[config.mk]
export PLATFORM = sky130hd
export DESIGN_NAME = led_blink_code_sequencer
export DESIGN_NICKNAME = d
export VERILOG_FILES = /design/src/hw/rtl/lbcs_pkg.sv /design/src/hw/rtl/led_blink_code_sequencer.sv /design/src/hw/rtl/lbcs_engine.sv
export SDC_FILE = /design/constraint.sdc
export NUM_CORES = 1
export LEC_CHECK = 0
export BUFFER_PORTS_ARGS = -buffer_cell sky130_fd_sc_hd__buf_2
export CELL_PAD_IN_SITES_DETAIL_PLACEMENT = 0
export CELL_PAD_IN_SITES_GLOBAL_PLACEMENT = 1
export CORE_ASPECT_RATIO = 1.4
export CORE_MARGIN = 4
export CORE_UTILIZATION = 47
export DETAILED_ROUTE_END_ITERATION = 7
export PLACE_DENSITY = 0.78
export SETUP_SLACK_MARGIN = 0.2
export SYNTH_ARGS = -nofsm -noshare
export SYNTH_HDL_FRONTEND = slang
export SYNTH_SLANG_ARGS = --single-unit
[constraint.sdc]
create_clock -name aclk -period 3.67 [get_ports aclk]
set_input_delay 0.5505 -clock aclk [delete_from_list [all_inputs] [get_ports aclk]]
set_output_delay 0.5505 -clock aclk [all_outputs]
set_load 0.05 [all_outputs]
[src/hw/rtl/lbcs_pkg.sv]
// Shared types, codes and constants for the LED blink code sequencer.
package lbcs_pkg;

    // Request kinds carried in the low bits of an input beat
    typedef enum logic [1:0] {
        REQ_TICK  = 2'd0,
        REQ_EVAL  = 2'd1,
        REQ_ABORT = 2'd2,
        REQ_NONE  = 2'd3
    } req_t;

    // Configuration register indexes
    typedef enum logic [2:0] {
        CFG_BLINK_COUNT = 3'd0,
        CFG_BLINK_COLOR = 3'd1,
        CFG_ON_TIME     = 3'd2,
        CFG_OFF_TIME    = 3'd3,
        CFG_LEAD_BLANK  = 3'd4,
        CFG_TRAIL_BLANK = 3'd5,
        CFG_RSVD6       = 3'd6,
        CFG_RSVD7       = 3'd7
    } cfg_idx_t;

    localparam int TICK_SHIFT = 5;  // one tick is 32 ms

    localparam logic [3:0] LED_OFF = 4'b0000;

    localparam logic [6:0]  BLINK_COUNT_RST = 7'd0;
    localparam logic [3:0]  BLINK_COLOR_RST = 4'd9;
    localparam logic [15:0] ON_TIME_RST     = 16'd250;
    localparam logic [15:0] OFF_TIME_RST    = 16'd250;
    localparam logic [15:0] LEAD_BLANK_RST  = 16'd750;
    localparam logic [15:0] TRAIL_BLANK_RST = 16'd500;

    typedef struct packed {
        logic [6:0]  blink_count;
        logic [3:0]  blink_color;
        logic [15:0] on_time_ms;
        logic [15:0] off_time_ms;
        logic [15:0] lead_blank_ms;
        logic [15:0] trail_blank_ms;
    } cfg_t;

    typedef struct packed {
        logic [15:0] tick_count;
        logic        active;
        logic [7:0]  step_index;
        logic [7:0]  last_step;
        logic [15:0] deadline_ms;
        logic [3:0]  lit_mask;
        logic [7:0]  code_counter;
        logic        count_enabled;
    } seq_state_t;

endpackage

[src/hw/rtl/led_blink_code_sequencer.sv]
// Top level of the LED blink code sequencer: handshakes, registers, result stage.
//
// Channel  Dir  Handshake                 Payload
// s_       in   s_tvalid / s_tready       s_tdata: req_type[1:0], count_codes[2]
// m_       out  m_tvalid / m_tready       m_tdata: led_mask[3:0], running[4],
//                                                  codes_started[12:5]
// cfg_     in   cfg_valid / cfg_ready     cfg_index (register), cfg_data
//
// Each input beat is handled combinationally: the next-state logic sits between
// the sequencer state register and the result register, so a beat can be
// taken every cycle while the result stage is empty or being drained.
// A stall on m_ holds the pending result; s_tready drops only while that
// result is held. cfg_ready is always high. Reset (aresetn low, synchronous)
// restores register defaults, clears the sequencer state and drops m_tvalid.
module led_blink_code_sequencer (
    input  logic        aclk,
    input  logic        aresetn,
    // input request stream
    input  logic        s_tvalid,
    output logic        s_tready,
    input  logic [7:0]  s_tdata,   // [1:0] req_type, [2] count_codes, rest zero
    // result stream
    output logic        m_tvalid,
    input  logic        m_tready,
    output logic [15:0] m_tdata,   // [3:0] led_mask, [4] running, [12:5] codes_started
    // register writes
    input  logic        cfg_valid,
    output logic        cfg_ready,
    input  logic [2:0]  cfg_index,
    input  logic [15:0] cfg_data
);
    import lbcs_pkg::*;

    cfg_t       cfg_reg;
    seq_state_t state_reg;
    seq_state_t state_next;
    logic       m_valid_reg;
    logic [15:0] m_data_reg;
    logic       s_accept;
    req_t       req;

    assign req       = req_t'(s_tdata[1:0]);
    assign s_tready  = !m_valid_reg || m_tready;
    assign s_accept  = s_tvalid && s_tready;
    assign cfg_ready = 1'b1;
    assign m_tvalid  = m_valid_reg;
    assign m_tdata   = m_data_reg;

    lbcs_engine u_engine (
        .cur         (state_reg),
        .cfg         (cfg_reg),
        .req         (req),
        .count_codes (s_tdata[2]),
        .nxt         (state_next)
    );

    // configuration registers; unknown indexes are dropped
    always_ff @(posedge aclk) begin
        if (!aresetn) begin
            cfg_reg.blink_count    <= BLINK_COUNT_RST;
            cfg_reg.blink_color    <= BLINK_COLOR_RST;
            cfg_reg.on_time_ms     <= ON_TIME_RST;
            cfg_reg.off_time_ms    <= OFF_TIME_RST;
            cfg_reg.lead_blank_ms  <= LEAD_BLANK_RST;
            cfg_reg.trail_blank_ms <= TRAIL_BLANK_RST;
        end else if (cfg_valid) begin
            unique case (cfg_idx_t'(cfg_index))
                CFG_BLINK_COUNT: cfg_reg.blink_count    <= cfg_data[6:0];
                CFG_BLINK_COLOR: cfg_reg.blink_color    <= cfg_data[3:0];
                CFG_ON_TIME:     cfg_reg.on_time_ms     <= cfg_data;
                CFG_OFF_TIME:    cfg_reg.off_time_ms    <= cfg_data;
                CFG_LEAD_BLANK:  cfg_reg.lead_blank_ms  <= cfg_data;
                CFG_TRAIL_BLANK: cfg_reg.trail_blank_ms <= cfg_data;
                CFG_RSVD6, CFG_RSVD7: ;
                default: ;
            endcase
        end
    end

    // sequencer state advances once per accepted beat
    always_ff @(posedge aclk) begin
        if (!aresetn) begin
            state_reg <= '0;
        end else if (s_accept) begin
            state_reg <= state_next;
        end
    end

    // result stage: reports the state left by the beat
    always_ff @(posedge aclk) begin
        if (!aresetn) begin
            m_valid_reg <= 1'b0;
        end else if (s_accept) begin
            m_valid_reg <= 1'b1;
        end else if (m_tready) begin
            m_valid_reg <= 1'b0;
        end
    end

    always_ff @(posedge aclk) begin
        if (s_accept) begin
            m_data_reg <= {3'b000, state_next.code_counter, state_next.active,
                           state_next.lit_mask};
        end
    end

endmodule

[src/hw/rtl/lbcs_engine.sv]
// Next-state logic of the blink sequencer for one request beat.
module lbcs_engine (
    input  lbcs_pkg::seq_state_t cur,
    input  lbcs_pkg::cfg_t       cfg,
    input  lbcs_pkg::req_t       req,
    input  logic                 count_codes,
    output lbcs_pkg::seq_state_t nxt
);
    import lbcs_pkg::*;

    logic [15:0] now_ms;
    logic [8:0]  step_inc;

    assign now_ms   = 16'(cur.tick_count << TICK_SHIFT);
    assign step_inc = {1'b0, cur.step_index} + 9'd1;

    always_comb begin
        nxt = cur;
        unique case (req)
            REQ_TICK: begin
                if (cur.active) begin
                    nxt.tick_count = cur.tick_count + 16'd1;
                end
            end
            REQ_EVAL: begin
                if (count_codes) begin
                    nxt.count_enabled = 1'b1;
                end
                if (!cur.active) begin
                    // start: elapsed time is zero, so no step in the same beat
                    nxt.lit_mask    = LED_OFF;
                    nxt.tick_count  = '0;
                    nxt.active      = 1'b1;
                    nxt.last_step   = {cfg.blink_count, 1'b1};
                    nxt.step_index  = '0;
                    nxt.deadline_ms = cfg.lead_blank_ms;
                    if (nxt.count_enabled) begin
                        nxt.code_counter = cur.code_counter + 8'd1;
                    end
                end else if (now_ms > cur.deadline_ms) begin
                    priority if (cur.step_index == 8'd0) begin
                        nxt.step_index = 8'd1;
                        if (cfg.blink_count != 7'd0) begin
                            nxt.lit_mask = cfg.blink_color;
                        end
                        nxt.deadline_ms = cur.deadline_ms + cfg.on_time_ms;
                    end else if (step_inc == {1'b0, cur.last_step}) begin
                        nxt.step_index  = step_inc[7:0];
                        nxt.lit_mask    = LED_OFF;
                        nxt.deadline_ms = cur.deadline_ms + cfg.trail_blank_ms;
                    end else if (cur.step_index == cur.last_step) begin
                        nxt.lit_mask   = LED_OFF;
                        nxt.active     = 1'b0;
                        nxt.tick_count = '0;
                    end else if (cur.step_index[0]) begin
                        nxt.step_index  = step_inc[7:0];
                        nxt.lit_mask    = LED_OFF;
                        nxt.deadline_ms = cur.deadline_ms + cfg.off_time_ms;
                    end else begin
                        nxt.step_index  = step_inc[7:0];
                        nxt.lit_mask    = cfg.blink_color;
                        nxt.deadline_ms = cur.deadline_ms + cfg.on_time_ms;
                    end
                end
            end
            REQ_ABORT: begin
                nxt.lit_mask      = LED_OFF;
                nxt.active        = 1'b0;
                nxt.tick_count    = '0;
                nxt.count_enabled = 1'b0;
                nxt.code_counter  = '0;
            end
            REQ_NONE: begin
                nxt = cur;
            end
            default: begin
                nxt = cur;
            end
        endcase
    end

endmodule
Word level (Yosys, flattened, before mapping)
Index checks and enable logic that the tools add are counted.
W data, S select, Z words.
Storage, ports and cells
  RAM bits: 0
  bits in read-only memories: 0
  memories: 0
  output and inout port bits: 19
  input bits: 32
  register bits after elaboration: 151
  bits in latches: 0
Cells by class
  div/mod/pow operators: 0
  multipliers: 0
  bitwise logic cells: 2
  shift operators: 0
  add/subtract/negate cells: 6
  equality and inequality tests: 17
  magnitude comparators: 1
  reductions and logical operators: 19
  muxes and demuxes: 26
Operators by type and width (number)
  $mux W20: 5
  $mux W17: 3
  $mux W25: 2
  $add A16 B16 Y16: 3
  $pmux W16 S3: 1
  $mux W8: 5
  $mux W16: 2
  $pmux W13 S2: 1
  $add A16 B1 Y16 const B: 1
  $gt A16 B16 Y1: 1
  $reduce_and A2 Y1: 7
  $add A8 B1 Y9 const B: 1
  $eq A9 B8 Y1: 1
  $add A8 B1 Y8 const B: 1
  $eq A8 B8 Y1: 1
  $logic_not A8 Y1: 1
  $mux W4: 2
  $reduce_and A7 Y1: 1
  $reduce_bool A7 Y1: 1
  $eq A3 B2 Y1 const B: 2
  $eq A3 B3 Y1 const B: 2
  $ne A3 B2 Y1 const B: 2
  $ne A3 B3 Y1 const B: 2
  $eq A2 B2 Y1 const B: 2
  16 further kinds: 21

Logic depth before layout (Yosys ltp)
Gate-level depths: netlist (run 1).
  depth after elaboration: 8
  depth in mapped cells: 13
  gate-level depth less buffers: 11

Cells and area by module
From an unflattened synthesis (run 1), not the netlist that was laid out.
Unflattened totals
  cells, all modules: 1229
  area total of the unflattened synthesis: 9874.5 µm²
By module, submodules not included
  led_blink_code_sequencer: times used 1, cells an instance 565, area an instance 5530.3 µm², sequential area each 3153.0 µm²
  lbcs_engine: times used 1, cells an instance 664, area an instance 4344.2 µm², sequential area each 0.0 µm²

Worst setup path before layout (run 1)
Ideal clock, no wire load.
  kind: reg2reg
  start: register state_reg[37] (netlist name)
  end: register state_reg[28] (netlist name)
  period minus slack after synthesis: 2843 ps
  data required time: 3546 ps
  slack: 827 ps
  cell stages (with the launch flop): 13
  arrival: 2718 ps
  library setup time: 124 ps
  path through: dfxtp_1 > buf_4 > clkinv_1 > ha_1 > xnor2_1 > o211ai_1 > a311o_1 > or4_1 > buf_2 > nand2_1 > nor2_1 > a221oi_1 > a21oi_1
On the way
  word-level cells in the longest chain between the ends: 6
  elaborated cells between the ends (all ways): 12
  classes of those cells: 1 x add/sub; 3 x eq/ne; 6 x mux; 2 x reduce/logical
RTL lines
  from (decl): line led_blink_code_sequencer.sv:35  | seq_state_t state_reg;
  from (signal assigned): line led_blink_code_sequencer.sv:85  | state_reg <= state_next;
  $add A8 B1 Y9 or $mux W20 (tied branches): line lbcs_engine.sv:15, lbcs_engine.sv:55
  $eq A9 B8 Y1 or $mux W16 (tied branches): line lbcs_engine.sv:47, lbcs_engine.sv:51
  $mux W20: line lbcs_engine.sv:47  | end else if (step_inc == {1'b0, cur.last_step}) begin
  $mux W20: line lbcs_engine.sv:41  | priority if (cur.step_index == 8'd0) begin
  $mux W20: line lbcs_engine.sv:40  | end else if (now_ms > cur.deadline_ms) begin
  $mux W20: line lbcs_engine.sv:29  | if (!cur.active) begin
Several ways; a longest one is shown, not always the timed one. The select of a mux whose other input is x is not followed.
A chain may end at the register's enable or synchronous reset.

Worst setup path in the final report (run 1)
Same ends and word-level chain as after synthesis.

==> metrics.csv, run 1 <==
metric,value,unit
status,completed,
CTS H-Tree Depth,4,
largest net degree at the start of global routing,76,
Worst setup endpoint,state_reg[28],
pwr dens,399.4,nW/µm²
Crit path largest cell delay,640,ps
switching portion of total power,0.2850,
max reg flops,75,
CTS resizes,0,
Nets,1233,
top_reg_cell synth,dfxtp_1,
YS warnings,0,
CP Data Arrival Time,3440,ps
Crit Path Max Fanout,11,
hold crit path type,in2reg,
Post-synth EDFFs,13,
Worst VDD drop,0.0002834,V
TritonCTS clock tree,built,
total grt overflow,0,
kind of critical path,reg2reg,
Clock power frac,0.435,
ANT cells,0,
sw power,1.145,mW
Fill cells,1888,
Setup Viol. Count Final,0,
Critical path buffers and inverters,1,
Leak,4.146,nW
critical path data required time,3980,ps
Die Area,21480,µm²
Root Buffer,clkbuf_16,
final slew viol count,0,
Flop pwr share,0.422,
Final Wtd Congestion,0.9169,
crit-path cells,clkinv_1 > ha_1 > xnor2_1 > o211ai_1 > a311o_1 > or4_4 > nand2_1 > nor2_1 > a221oi_1 > a21oi_1,
RSZ-0062 raised after global routing,false,
CP startpoint kind,flop,
Final Core Density,0.5364,
port bufs,41,
cells on worst reg2reg path,10,
Vias,8018,
Max Fclk,319.9,MHz
ranking of synthesized cells by area,"dfxtp_1 (30%), ha_1 (8.7%), nand2_1 (8.7%)",
final antenna-violating net count,0,
Slew headroom,0.3342,
Yosys reg bits,146,
CP endpoint kind,flop,
Worst path top cell family by delay,simple AND/OR/NAND/NOR gates,
initial antenna violation count,0,
Synth top area share,0.2955,
Slowest cell on crit path,or4_4,
R2R Path Start,state_reg[37],
core footprint,18750,µm²
Worst Setup SP,state_reg[37],
Ports,51,
vias in the first global route,7847,
DR iter-0 viols,533,
chip height,171.8,µm
P_int,2.872,mW
critical path depth,10,
min Tclk post-route,3126,ps
row count,59,
Post-Synthesis Cells,1107,
synth unique cells,72,
R2R Setup Slk,540,ps
Pwr Total,4.017,mW
reg2reg end,state_reg[28],
maxcap violations,0,
clk_lat worst skew,430,ps
hold path depth,3,
Post-CTS Setup Bufs,0,
worst slew pin tran,995.4,ps
CTS buffer count,17,
clk_skew,11.47,ps
1st-pass router iterations,5,
detailed placement HPWL,18740,µm
"Seq/Total Area, Yosys",0.3388,
Post-synth ARST share,0,
Post-synth top cells,"nand2_1 (208), dfxtp_1 (133), ha_1 (63)",
first-pass GRT wire length,41590,µm
Setup TNS Final,0,ps
# hold bufs at CTS,0,
Yosys top cell by area,dfxtp_1,
Synth Cell Area,9011,µm²
DRC violations left,0,
Combinational Power Share,0.144,
Max clock buf depth,2,
syn avg cell area,8.140,µm²
total global-route track usage,0.2415,
area grow syn2layout,11.61,%
CTS Sinks,146,
starting density of the core,0.4806,
drt total wl,25420,µm
clock-pin slew on the worst setup and hold paths,60,ps
Die W,125.0,µm
WL per Instance,18.26,µm
share of cells above drive strength 1,0.09669,
cell with the most instances after synthesis,nand2_1,
Avg Vias per Cell,5.760,
final count of hold timing violations,0,
Final Cycle Share,0.8518,
## cells by family after synthesis
family,share of synthesized area
and+or+nand+nor,0.2192
AOI/OAI and AO/OA,0.2224
DFF,0.3388
buffers and inverters,0.04388
adders and majority gates,0.09414
xor gates and xnor gates,0.05832
muxes,0.02235
other,0.0008334
## worst reg2reg max path, cell delays in order, from the launching register on
cell and delay, ps:
dfxtp_1 540, clkinv_1 160, ha_1 360, xnor2_1 150
o211ai_1 110, a311o_1 310, or4_4 640, nand2_1 200
nor2_1 100, a221oi_1 330, a21oi_1 110
## placed cells by master (no fill, tap or decap), drive strengths merged, types with 14 or more instances in the layout
cell type | netlist | final
xnor2 | 30 | 30
mux2i | 19 | 19
inv | 35 | 40
a21o | 15 | 15
and3 | 19 | 19
nand3 | 42 | 42
ha | 63 | 63
xor2 | 30 | 30
nand2 | 208 | 208
dfxtp | 133 | 133
a21oi | 59 | 59
o211ai | 14 | 14
nor2 | 54 | 54
nor2b | 16 | 16
clkbuf | 44 | 20
buf | 13 | 64
nand4 | 20 | 20
a21boi | 59 | 59
o21ai | 48 | 48
## layout make-up
| type | count | area [µm²] | area share |
|---|---|---|---|
| Clock buffer | 20 | 467.9 | 0.04653 |
| Sequential cell | 146 | 3053 | 0.3036 |
| Timing Repair Buffer | 64 | 380.4 | 0.03782 |
| Multi-Input combinational cell | 869 | 5592 | 0.5560 |
| Inverter | 37 | 138.9 | 0.01381 |
| Clock inverter | 12 | 120.1 | 0.01194 |
| Tap cell | 244 | 305.3 | 0.03036 |
## per-stage QoR
stage / instance area [µm²] / hold WS (ps) / cells / setup slack [ps]
after global placement: 9465 / 454.7 / 1360 / 414.5
after global routing: 10060 / 379.3 / 1392 / 326.2
after floorplan: 9019 / 437.5 / 1109 / 827.3
after CTS: 10050 / 371.1 / 1392 / 364.7
final: 10060 / 381.6 / 1392 / 543.9
after detailed placement: 9465 / 456.8 / 1360 / 410.6
## how the worst min path moves through the flow
stage,start,to,slack (ps)
finish,s_tvalid,m_tvalid,380
global route,s_tvalid,m_tvalid,380
CTS,s_tdata[2],state_reg[0],370
detailed placement,cfg_reg[11],cfg_reg[11],460
global placement,cfg_reg[48],cfg_reg[48],450
floorplan,state_reg[0],state_reg[0],440
## power groups by stage
stage               Combinational, mW  Clock [mW]  Sequential [mW]
floorplan                       0.396           0             1.74
finish                          0.577        1.75             1.69
CTS                             0.577        1.79             1.69
detailed placement              0.575           0             1.73
global route                    0.643        1.85             1.70
global placement                0.574           0             1.73
## metal layers
layer  share of wire  global-route usage  up-vias  wire [µm]
met4           0.018             0.06368        0        461
met3           0.038             0.03945       34        961
met2            0.50              0.4376      180      12820
met1            0.44              0.2987     3792      11180
li1                -                   -     4012          -
met5               0                   0        -          0
Note: power is estimated with default switching activity, not from simulation.
==> run 2: changes to the inputs <==
ABC_AREA = 1   (was default)
CORE_UTILIZATION = 45   (was 47)
PLACE_DENSITY = 0.79   (was 0.78)
SETUP_SLACK_MARGIN = default   (was 0.2)
==> run 2 against run 1 <==
Total power increased by 11%. Hold slack better by 20 ps. Clock skew is 2.5 ps lower. Routed wire length is 23% higher. Design area up 11%. Non-clock buffer count shrank 8. Critical path depth is 1 lower. Setup slack improved by 340 ps. Register-to-register slack improved by 340 ps. Synthesized cell count rose by 43%. Clock power increased by 3%.
==> metrics.csv, run 2 <==
metric,value,unit,change
status,completed,,
GRT busiest layer,met2,,
"commonest non-fill, non-tap cell in the layout",nand2_1,,
clk_skew,9.013,ps,-2.457 ps
Final Cycle Share,0.7603,,-0.09149
vias in the first global route,9738,,+24%
max reg flops,75,,unchanged
Die Area,25040,µm²,+17%
CP Data Arrival Time,3120,ps,-320 ps
CTS Sinks,146,,unchanged
Pwr Total,4.445,mW,+11%
R2R Path Start,state_reg[37],,
1st-pass router iterations,5,,unchanged
R2R Setup Slk,880,ps,+340 ps
# hold bufs at CTS,0,,unchanged
TritonCTS clock tree,built,,
final count of hold timing violations,0,,unchanged
largest net degree at the start of global routing,87,,+14%
synth unique cells,48,,-33%
share of cells above drive strength 1,0.08062,,-0.01607
Avg Vias per Cell,5.130,,-11%
reg2reg end,state_reg[44],,
Post-synth top cells,"nand2_1 (441), nor2_1 (193), inv_1 (185)",,
Synth top area share,0.2626,,-0.03292
"Seq/Total Area, Yosys",0.3010,,-0.03775
Crit path largest cell delay,480,ps,-160 ps
Post-Synthesis Cells,1588,,+43%
initial antenna violation count,0,,unchanged
top_reg_cell synth,dfxtp_1,,
maxcap violations,0,,unchanged
port bufs,41,,unchanged
Slowest cell on crit path,nor3_4,,
DR iter-0 viols,468,,-12%
first-pass GRT wire length,50280,µm,+21%
met3 GRT Util,0.04056,,+0.001109
met1 usage,0.2867,,-0.01204
Yosys reg bits,146,,unchanged
ranking of synthesized cells by area,"dfxtp_1 (26%), nand2_1 (16%), ha_1 (7.8%)",,
Die W,134.9,µm,+7.9%
drt total wl,31150,µm,+23%
crit-path cells,inv_2 > ha_1 > inv_1 > nor3_4 > inv_2 > nand2_1 > inv_1 > a21oi_1 > nor2_1,,
Crit Path Max Fanout,27,,+16
starting density of the core,0.4605,,-0.02007
chip height,185.6,µm,+8.0%
Post-CTS Setup Bufs,0,,unchanged
Hold Path Sink,cfg_reg[12],,
critical path data required time,4000,ps,+20 ps
ANT cells,0,,unchanged
CP startpoint kind,flop,,
cells on worst reg2reg path,9,,-1
final antenna-violating net count,0,,unchanged
row count,64,,+8.5%
YS warnings,0,,unchanged
detailed placement HPWL,23400,µm,+25%
Slew headroom,0.5105,,+0.1763
Worst VDD drop,0.0003393,V,+20%
Synth Cell Area,10140,µm²,+13%
syn avg cell area,6.386,µm²,-22%
DRC violations left,0,,unchanged
total grt overflow,0,,unchanged
Vias,9859,,+23%
min-delay src,cfg_data[12],,
Nets,1710,,+39%
Yosys top cell by area,dfxtp_1,,
pwr dens,398.0,nW/µm²,-0.35%
most frequent cells in the layout,"nand2_1 (441), nor2_1 (193), inv_1 (185)",,
CP endpoint kind,flop,,
RSZ-0062 raised after global routing,false,,
final slew viol count,0,,unchanged
cell with the most instances after synthesis,nand2_1,,
CTS buffer count,17,,unchanged
Ports,51,,unchanged
hold crit path type,in2reg,,
Setup TNS Final,0,ps,unchanged
Leak,5.569,nW,+34%
Post-synth ARST share,0,,unchanged
Final Wtd Congestion,0.8818,,-3.8%
Critical path buffers and inverters,4,,+3
total global-route track usage,0.2567,,+0.01523
clock-pin slew on the worst setup and hold paths,60,ps,about the same
WL per Instance,16.21,µm,-11%
kind of critical path,reg2reg,,
CTS resizes,0,,unchanged
hold path depth,3,,unchanged
worst slew pin tran,733.4,ps,-262.0 ps
Root Buffer,clkbuf_16,,
Setup Viol. Count Final,0,,unchanged
clk_lat worst skew,440,ps,about the same
Max clock buf depth,2,,unchanged
Max Fclk,358.4,MHz,+12%
met2 GRT Util,0.4913,,+0.05368
core footprint,22020,µm²,+17%
area grow syn2layout,10.14,%,
Post-synth EDFFs,13,,unchanged
Worst path top cell family by delay,buffers and inverters,,
CTS H-Tree Depth,4,,unchanged
min Tclk post-route,2790,ps,-335.8 ps
[run 2: how the worst max path moves through the flow]
stage                             start       endpoint  slack [ps]  cells after the start
after floorplan                m_tready     m_tdata[0]        1410                      5
after global placement    state_reg[37]  state_reg[44]         930                      9
after detailed placement  state_reg[37]  state_reg[44]         910                      9
after CTS                 state_reg[37]  state_reg[44]         890                      9
after global routing      state_reg[37]  state_reg[39]         740                      9
final                     state_reg[37]  state_reg[44]         880                      9
[run 2: area by class of cell]
| type | instances | area [µm²] |
|---|---|---|
| inverter | 191 | 716.9 |
| clock inverter | 7 | 97.59 |
| fill | 2305 | 10850 |
| clock buffer | 25 | 505.5 |
| multi-input combinational | 1200 | 6095 |
| tap | 297 | 371.6 |
| sequential | 146 | 3053 |
| timing repair buffer | 56 | 330.3 |
[run 2: worst min-delay path: cells and delay by family]
kind          cells  cell delay, ps
buf+inv           1             120
simple gates      2             130
[run 2: logic make-up after synthesis]
kind of cell | Yosys count | share of synthesized area
flip-flops | 146 | 0.3010
multiplexers | 1 | 0.0009871
AO/OA/AOI/OAI | 256 | 0.1313
adder cells (fa/ha/maj) | 66 | 0.08365
other | 2 | 0.0007406
buffers and inverters | 244 | 0.09870
AND/OR/NAND/NOR | 837 | 0.3518
XOR/XNOR | 36 | 0.03183
[run 2: report_power, final]
part	total (mW)	switching [mW]	internal [mW]
sequential	1.73	0.0592	1.67
clock	1.80	0.704	1.09
combinational	0.915	0.632	0.283
total	4.45	1.40	3.05
[run 2: per-layer routing]
layer / part of all wire / up-vias / routed length (µm)
li1: - / 5149 / -
met1: 0.41 / 4508 / 12900
met4: 0.023 / 0 / 713
met2: 0.53 / 158 / 16570
met5: 0 / - / 0
met3: 0.031 / 44 / 970
[run 2: through the flow]
stage	cells	hold slack (ps)	worst slack, ps	util	area (µm²)
6_report	1922	401.4	879.7	0.5072	11170
5_1_grt	1922	419.4	736.4	0.5072	11170
4_1_cts	1922	401.7	894.0	0.5072	11170
3_5_place_dp	1890	449.7	909.0	0.4798	10570
3_3_place_gp	1890	438.3	929.8	0.4798	10570
2_1_floorplan	1590	429.2	1408	-	10150
==> run 3: changes to the inputs <==
clock period = 2.89 ns   (was 3.67 ns; I/O delays follow)
==> run 3 against run 2 <==
Routed wire length down 0.25%. Clock skew down 1.4 ps. Hold slack worse by 120 ps. Clock-buffer cell count down 7. Die area unchanged. Global-route usage down 0.27 points. Final cell count up 0.36%. Design area up 0.67%. Critical endpoint is now state_reg[47]. Fmax up 11%. Sequential share of layout area down 0.18 points.
==> metrics.csv, run 3 (synthesis gave the netlist of run 2 again) <==
metric,value,unit,change
share of cells above drive strength 1,0.08640,,+0.005782
maxcap violations,0,,unchanged
worst slew pin tran,771.4,ps,+37.94 ps
total global-route track usage,0.2540,,-0.002715
detailed placement HPWL,23600,µm,+0.82%
most frequent CP cell,nand2_1,,
ANT cells,0,,unchanged
Die W,134.9,µm,unchanged
WL per Instance,16.11,µm,-0.62%
Crit path largest cell delay,520,ps,+40 ps
Post-Layout Inst Area,11240,µm²,+0.67%
met1 usage,0.2811,,-0.005554
final slew viol count,0,,unchanged
CTS Sinks,146,,unchanged
core footprint,22020,µm²,unchanged
Slowest cell on crit path,dfxtp_1,,
hold crit path type,in2reg,,
Final Wtd Congestion,0.9204,,+4.4%
Max Fclk,398.3,MHz,+11%
CTS buffer count,17,,unchanged
Placement Cell Area,10620,µm²,+0.50%
Vias,9852,,-0.071%
Setup TNS Final,0,ps,unchanged
port bufs,41,,unchanged
DRC violations left,0,,unchanged
Final Cycle Share,0.8687,,+0.1084
Setup Viol. Count Final,0,,unchanged
pwr dens,510.2,nW/µm²,+28%
Final WS setup,379.5,ps,-500.1 ps
largest net degree at the start of global routing,70,,-20%
TritonCTS clock tree,built,,
multi-input logic area,6095,µm²,unchanged
drt total wl,31070,µm,-0.25%
final count of hold timing violations,0,,unchanged
initial antenna violation count,0,,unchanged
area grow syn2layout,10.88,%,
met3 GRT Util,0.03705,,-0.003515
vias in the first global route,9704,,-0.35%
CP startpoint kind,flop,,
CTS resizes,0,,unchanged
Worst path top cell family by delay,simple AND/OR/NAND/NOR gates,,
Slew headroom,0.4852,,-0.02532
crit-path cells,ha_1 > nand2_2 > inv_1 > nand2_2 > nand3_1 > nand2_1 > nor2_2 > nand2_1 > nor2_4 > nand2_4 > nand3_4 > nand2_4 > nand2_4 > nand2_1 > nand2_1 > nor2_1,,
# hold bufs at CTS,0,,unchanged
"worst slack, placed",386.6,ps,-522.5 ps
Leak,5.612,nW,+0.76%
status,completed,,
CTS H-Tree Depth,4,,unchanged
starting density of the core,0.4605,,unchanged
most frequent cells in the layout,"nand2_1 (441), nor2_1 (193), inv_1 (185)",,
max reg flops,75,,unchanged
min Tclk post-route,2510,ps,-279.9 ps
RSZ-0062 raised after global routing,false,,
CP endpoint kind,flop,,
Max clock buf depth,2,,unchanged
Worst VDD drop,0.0004389,V,+29%
Post-CTS Setup Bufs,0,,unchanged
total grt overflow,0,,unchanged
"commonest non-fill, non-tap cell in the layout",nand2_1,,
final antenna-violating net count,0,,unchanged
Avg Vias per Cell,5.107,,-0.43%
Nets,1717,,+0.41%
Root Buffer,clkbuf_16,,
Die Area,25040,µm²,unchanged
Sequential Area,3053,µm²,unchanged
DR iter-0 viols,463,,-1.1%
chip height,185.6,µm,unchanged
clock-pin slew on the worst setup and hold paths,60,ps,about the same
clk_lat worst skew,440,ps,about the same
first-pass GRT wire length,49580,µm,-1.4%
Critical path buffers and inverters,1,,-3
Ports,51,,unchanged
Pwr Total,5.737,mW,+29%
critical path data required time,3200,ps,-800 ps
"Cell Count, Final, Fillers Out",1929,,+0.36%
1st-pass router iterations,5,,unchanged
row count,64,,unchanged
clk_skew,7.607,ps,-1.406 ps
Fill cells,2300,,-0.22%
Crit Path Max Fanout,22,,-19%
CP Data Arrival Time,2820,ps,-300 ps
met2 GRT Util,0.4853,,-0.006011
Placed Cells,1897,,+0.37%
kind of critical path,reg2reg,,
GRT busiest layer,met2,,
run 3: cell count changes in the layout (fill, tap and decap cells not counted), sizes merged:
cell / previous run / this run
buf: 56 / 63
bufinv: 2 / 3
clkbuf: 25 / 18
clkinv: 3 / 5
clkinvlp: 2 / 3
inv: 191 / 194
run 3: area by class of cell:
type,count,area share
inverter,191,0.06376
tap,297,0.03305
multi-input combinational,1200,0.5420
timing repair buffer,63,0.03405
sequential,146,0.2715
clock inverter,14,0.01558
clock buffer,18,0.04006
run 3: layer usage:
| layer | vias up | share of wire | wire (µm) |
|---|---|---|---|
| met5 | - | 0 | 0 |
| met4 | 0 | 0.033 | 1026 |
| met3 | 69 | 0.033 | 1029 |
| met2 | 170 | 0.52 | 16270 |
| met1 | 4445 | 0.41 | 12750 |
| li1 | 5168 | - | - |
run 3: path summary, 6_finish.rpt:
| kind | from | endpoint | slack [ps] | cells after the start |
|---|---|---|---|---|
| worst max register to register | state_reg[37] | state_reg[47] | 380 | 16 |
| worst max-delay path | state_reg[37] | state_reg[47] | 380 | 16 |
| worst min register to register | state_reg[0] | state_reg[0] | 460 | 2 |
| worst min-delay path | cfg_data[7] | cfg_reg[55] | 280 | 3 |
run 3: power by group:
part,switching (mW),leakage (nW),internal (mW)
Sequential,0.0737,1.21,2.12
Combinational,0.803,4.10,0.369
Clock,0.950,0.298,1.42
Total,1.83,5.61,3.91
run 3: stage by stage:
stage / hold WS (ps) / utilization
2_1_floorplan: 429.2 / -
3_3_place_gp: 441.7 / 0.4822
3_5_place_dp: 448.1 / 0.4822
4_1_cts: 273.7 / 0.5106
5_1_grt: 294.2 / 0.5106
6_report: 285.0 / 0.5106
run 3: worst min-delay path, stage by stage:
cell and delay, ps:
buf_2 130, nand2_1 60, nand3_1 70
